[src/rtl/core/rwcm_pkg.sv]
// package for the radius weighted cell matcher
// types, constants and command codes shared by rwcm_front, rwcm_back and the top level
package rwcm_pkg;

    localparam int CELL_DEPTH_DEF = 1024;

    typedef enum logic [1:0] {
        CMD_CLEAR  = 2'd0,
        CMD_APPEND = 2'd1,
        CMD_QUERY  = 2'd2,
        CMD_NOP    = 2'd3
    } t_cmd;

    typedef enum logic [2:0] {
        REG_ORIGIN_X = 3'd0,
        REG_ORIGIN_Y = 3'd1,
        REG_CELL_SZ  = 3'd2,
        REG_RADIUS   = 3'd3,
        REG_MIN_CONF = 3'd4,
        REG_GRID_VLD = 3'd5
    } t_reg;

    localparam logic [1:0] SRC_NONE  = 2'd0;
    localparam logic [1:0] SRC_BIM   = 2'd1;
    localparam logic [1:0] SRC_SLAM  = 2'd2;
    localparam logic [1:0] SRC_CLOUD = 2'd3;

    localparam logic signed [17:0] W_MINUS_ONE = -18'sd65536;
    localparam logic signed [17:0] W_ONE       = 18'sd65536;

    // one queued item, front to back
    typedef struct packed {
        t_cmd               cmd;
        logic [15:0]        col;
        logic [15:0]        row;
        logic signed [17:0] w_total;
        logic signed [17:0] w_model;
        logic signed [17:0] w_map;
        logic signed [17:0] w_scan;
        logic [15:0]        tag;
        logic signed [23:0] px;
        logic signed [23:0] py;
        logic signed [23:0] pz;
        logic               pvalid;
    } t_item;

    typedef struct packed {
        logic               localized;
        logic signed [34:0] mx;
        logic signed [34:0] my;
        logic signed [23:0] mz;
        logic [15:0]        tag;
        logic [16:0]        conf;
        logic [1:0]         src;
        logic               ovf;
    } t_result;

    // row of the cell memory: tag, scan, map, model, total, row, col
    localparam int ROW_W = 16 + 18 * 4 + 32;

endpackage

[src/rtl/core/rwcm_front.sv]
// front end: accepts input beats, drops no-ops, queues items for the back end
// depends on rwcm_pkg
module rwcm_front
    import rwcm_pkg::*;
(
    input  logic  i_clk,
    input  logic  i_rst_n,
    input  logic  i_valid,
    output logic  o_ready,
    input  t_item i_item,
    output logic  o_valid,
    input  logic  i_ready,
    output t_item o_item
);
    // two-entry queue
    t_item      r_q [2];
    logic [1:0] r_cnt;
    logic       r_rd;
    logic       push, pop, keep;

    assign o_ready = (r_cnt != 2'd2);
    assign keep    = (i_item.cmd != CMD_NOP);
    assign push    = i_valid && o_ready && keep;
    assign o_valid = (r_cnt != 2'd0);
    assign pop     = o_valid && i_ready;
    assign o_item  = r_q[r_rd];

    always_ff @(posedge i_clk) begin
        if (!i_rst_n) begin
            r_cnt <= 2'd0;
            r_rd  <= 1'b0;
        end else begin
            if (push) begin
                r_q[r_rd ^ r_cnt[0]] <= i_item;
            end
            if (pop) begin
                r_rd <= ~r_rd;
            end
            r_cnt <= r_cnt + {1'b0, push} - {1'b0, pop};
        end
    end

`ifndef SYNTHESIS
    a_no_overfill: assert property (@(posedge i_clk) disable iff (!i_rst_n)
        r_cnt != 2'd3) else $error("queue count out of range");
    a_full_stalls: assert property (@(posedge i_clk) disable iff (!i_rst_n)
        r_cnt == 2'd2 |-> !o_ready) else $error("full queue took a beat");
    a_nop_dropped: assert property (@(posedge i_clk) disable iff (!i_rst_n)
        (i_valid && o_ready && !keep && !pop) |=> $stable(r_cnt))
        else $error("no-op entered queue");
`endif
endmodule

[config.mk]
export PLATFORM = sky130hd
export DESIGN_NAME = rwcm_front
export DESIGN_NICKNAME = d
export VERILOG_FILES = /design/src/rtl/core/rwcm_pkg.sv /design/src/rtl/core/rwcm_front.sv
export SDC_FILE = /design/constraint.sdc
export NUM_CORES = 1
export LEC_CHECK = 0
export BUFFER_PORTS_ARGS = -buffer_cell sky130_fd_sc_hd__buf_2
export CORE_ASPECT_RATIO = 1.75
export CORE_MARGIN = 2
export CORE_UTILIZATION = 57
export DETAILED_ROUTE_END_ITERATION = 16
export PLACE_DENSITY = 0.82
export SYNTH_ARGS = -nofsm -noshare
export SYNTH_HDL_FRONTEND = slang
export SYNTH_SLANG_ARGS = --single-unit
[constraint.sdc]
create_clock -name i_clk -period 46.6 [get_ports i_clk]
set_input_delay 13.98 -clock i_clk [delete_from_list [all_inputs] [get_ports i_clk]]
set_output_delay 13.98 -clock i_clk [all_outputs]
set_load 0.01 [all_outputs]
==> impl_metrics.toml <==
[detailed_routing]
ant_nets = 0
top_layer_used = "met5"
drt-initial-drc-count = 475
met3RoutedLength_um = 1982
routed_wirelength_um = 30420
wl_met2_um = 17090
vias = 7390
routed_vias_inst = 5.267
wl_per_cell_um = 21.68
detailedRoute.firstPassIterationCount = 4
routedLengthMet1_um = 10090
post-route-drc-count = 0

[worst_setup_path]
timing.critical_path.fanout_max = 66
cp_data_required_time_ns = 32.62
startpoint_type = "flip-flop"
worstSetupPathType = "flip-flop to output pin"
timing.critical_path.arrival_ns = 3.59
r2r_slack_ns = 43.69
worst_setup_path_end_kind = "output pin"

[timing]
setup_repair_after_global_routing_missed_its_margin = "false"
worstMarginPinSlew_ns = 1.078
slew-limit-headroom_pct = 28.12
finalHoldViolations = 0
setup_total_negative_slack_ns = 0
clock_skew_ns = 0.01329
period_minus_slack_ns = 17.57
fmaxAchievable_mhz = 56.92
drv_slew = 0
setup_viol = 0
post-route-worst-setup-slack_ns = 29.03
period_share_pct = 37.70

[logic_synthesis]
synth_seq_cells = 394
fraction_of_registers_with_async_set_or_reset_after_synthesis_pct = 0
post_synth_design_cell_area_mm2 = 0.01493
ys_top_cells_by_count = "390 x sky130_fd_sc_hd__edfxtp_1, 150 x sky130_fd_sc_hd__mux2_4, 45 x sky130_fd_sc_hd__mux2_2, 18 x sky130_fd_sc_hd__buf_6"
postSynth.topFlopCell = "sky130_fd_sc_hd__edfxtp_1"
synth-edff-count = 390
synth.distinct_cells = 21
ys_seq_area_share_pct = 78.97
most_repeated_cell_in_the_gate_level_netlist_after_synthesis = "sky130_fd_sc_hd__edfxtp_1"
post_synth.cell_area_avg_um2 = 23.66
synth.yosys.warnings = 0
synthDominantCellAreaShare_pct = 78.43
syn-instance-count = 631
synthesis.nets = 832
cell_taking_the_most_area_after_synthesis = "sky130_fd_sc_hd__edfxtp_1"
synth_top_cells_by_area = "sky130_fd_sc_hd__edfxtp_1 78%, sky130_fd_sc_hd__mux2_4 15%, sky130_fd_sc_hd__mux2_2 3.4%"

[grt]
grt_start_max_net_pins = 76
grt_overflow_total = 0
grt_pass1_wl_um = 43140
global_route.usage.total_pct = 21.17
vias_in_the_first_global_route = 7595
antenna_found_initial = 11

[clock_network]
clockRootBuffer = "sky130_fd_sc_hd__clkbuf_16"
clockBufferDepth = 3
numClockSinks = 394
cts_tree = "yes"
cts.reportedPaths.clkPinSlew_ns = 0.07
clkLatencyLatePin_ns = 0.51
htree_num_levels = 2
cts_made_buffers = 34
post_cts.repair.setup_buffers = 0
cts_repair_resize_count = 0
postCtsHoldBufs = 0

[run]
maxCapViolCount = 0

[die]
rows = 78
fp.dieW_um = 126.4
design.portCount = 396
floorplan.core_area_mm2 = 0.02586
chipHeight_um = 218.1
total_die_area_mm2 = 0.02756
initial_core_util_pct = 57.74

[layout]
layout-drive-gt1-share_pct = 60.89
flow.area_growth_from_synthesis_pct = 22.65
finish.net_count = 1250

[power_and_ir_drop]
cellLeakagePower_nw = 7.055
ir_drop_worst_case_vdd_v = 0.00004339
power_density_mw_per_mm2 = 51.37

[placement]
placement.setup.worst_slack_ns = 29.59
place.gp.congestion = 0.8194
detailed_place_hpwl_um = 21330
port_buffers = 395

[status]
outcome = "completed"

[worst_hold_path]
worstHoldPathType = "flip-flop to flip-flop"
[layout by cell type (no fill, tap or decap), types with 2 or more instances in the layout]
cell and n:
sky130_fd_sc_hd__buf_4 9, sky130_fd_sc_hd__clkinv_2 8, sky130_fd_sc_hd__bufinv_16 3, sky130_fd_sc_hd__mux2_4 150, sky130_fd_sc_hd__edfxtp_1 390, sky130_fd_sc_hd__diode_2 9, sky130_fd_sc_hd__nand2_1 2, sky130_fd_sc_hd__mux2_2 45
sky130_fd_sc_hd__clkbuf_16 37, sky130_fd_sc_hd__clkbuf_1 3, sky130_fd_sc_hd__nor2b_1 2, sky130_fd_sc_hd__mux2i_1 2, sky130_fd_sc_hd__inv_1 2, sky130_fd_sc_hd__ha_1 2, sky130_fd_sc_hd__clkinv_1 7, sky130_fd_sc_hd__buf_2 395
sky130_fd_sc_hd__dfxtp_1 3
[kinds of logic after synthesis]
group           after synthesis  share of synthesized area, %
compound gates                1                       0.05030
flops                       394                         78.97
mux                         197                         18.61
xor+xnor                      2                        0.2095
simple gates                 11                        0.4527
fa+ha+maj                     2                        0.1676
buf+inv                      24                         1.542
[stage by stage]
stage               instances  cell area [um^2]  total power (W)  hold slack [ns]  util, %
global placement         1333             17170        0.0006649           0.4928    66.39
global route             1401             18310        0.0009750           0.5446    70.79
finish                   1403             18310        0.0009408           0.5033    70.81
floorplan                 631             14930        0.0006277           0.4759        -
CTS                      1394             18290        0.0009497           0.5103    70.73
detailed placement       1333             17170        0.0006706           0.4938    66.39
[state kept, by name (all words and copies together) (netlist names), named ones only]
signal,count
r_rd,1
r_q,390
r_cnt,2
[critical path, cell delays in order (launching register included)]
cell and delay [ns]:
sky130_fd_sc_hd__dfxtp_4 0.63, sky130_fd_sc_hd__buf_4 0.85, sky130_fd_sc_hd__buf_4 0.90, sky130_fd_sc_hd__mux2_2 0.41
sky130_fd_sc_hd__buf_2 0.14
[routing by layer]
metal	GRT usage (%)	vias up
met5	0	-
met4	10.77	6
met3	5.777	76
met2	38.75	313
met1	21.89	3630
li1	-	3365
[area by class of cell]
cell class | count | area, um^2
well taps | 320 | 400.4
flip-flops and latches | 394 | 11800
clock inverters | 21 | 183.9
multi-input cells | 213 | 2923
diodes | 9 | 22.52
clock buffers | 40 | 937.1
fillers | 1591 | 7548
inverters | 2 | 7.507
repair buffers | 404 | 2044
[path summary, 6_finish.rpt]
check | depth (start not counted) | to | startpoint
worst min-delay path | 2 | flip-flop | r_rd$_SDFFE_PN0P_
worst max register to register | 4 | r_q[1][12]$_DFFE_PP_ | r_cnt[0]$_SDFF_PN0_
worst max-delay path | 4 | o_item[28] | flip-flop
worst min register to register | 2 | flip-flop | r_rd$_SDFFE_PN0P_
[power by group]
part | total, W | switching (W) | internal [W]
clock | 0.000279 | 0.000118 | 0.000161
sequential | 0.000450 | 0.0000140 | 0.000436
combinational | 0.000212 | 0.000106 | 0.000106
total | 0.000941 | 0.000238 | 0.000703
Note: power is estimated with default switching activity, not from simulation.
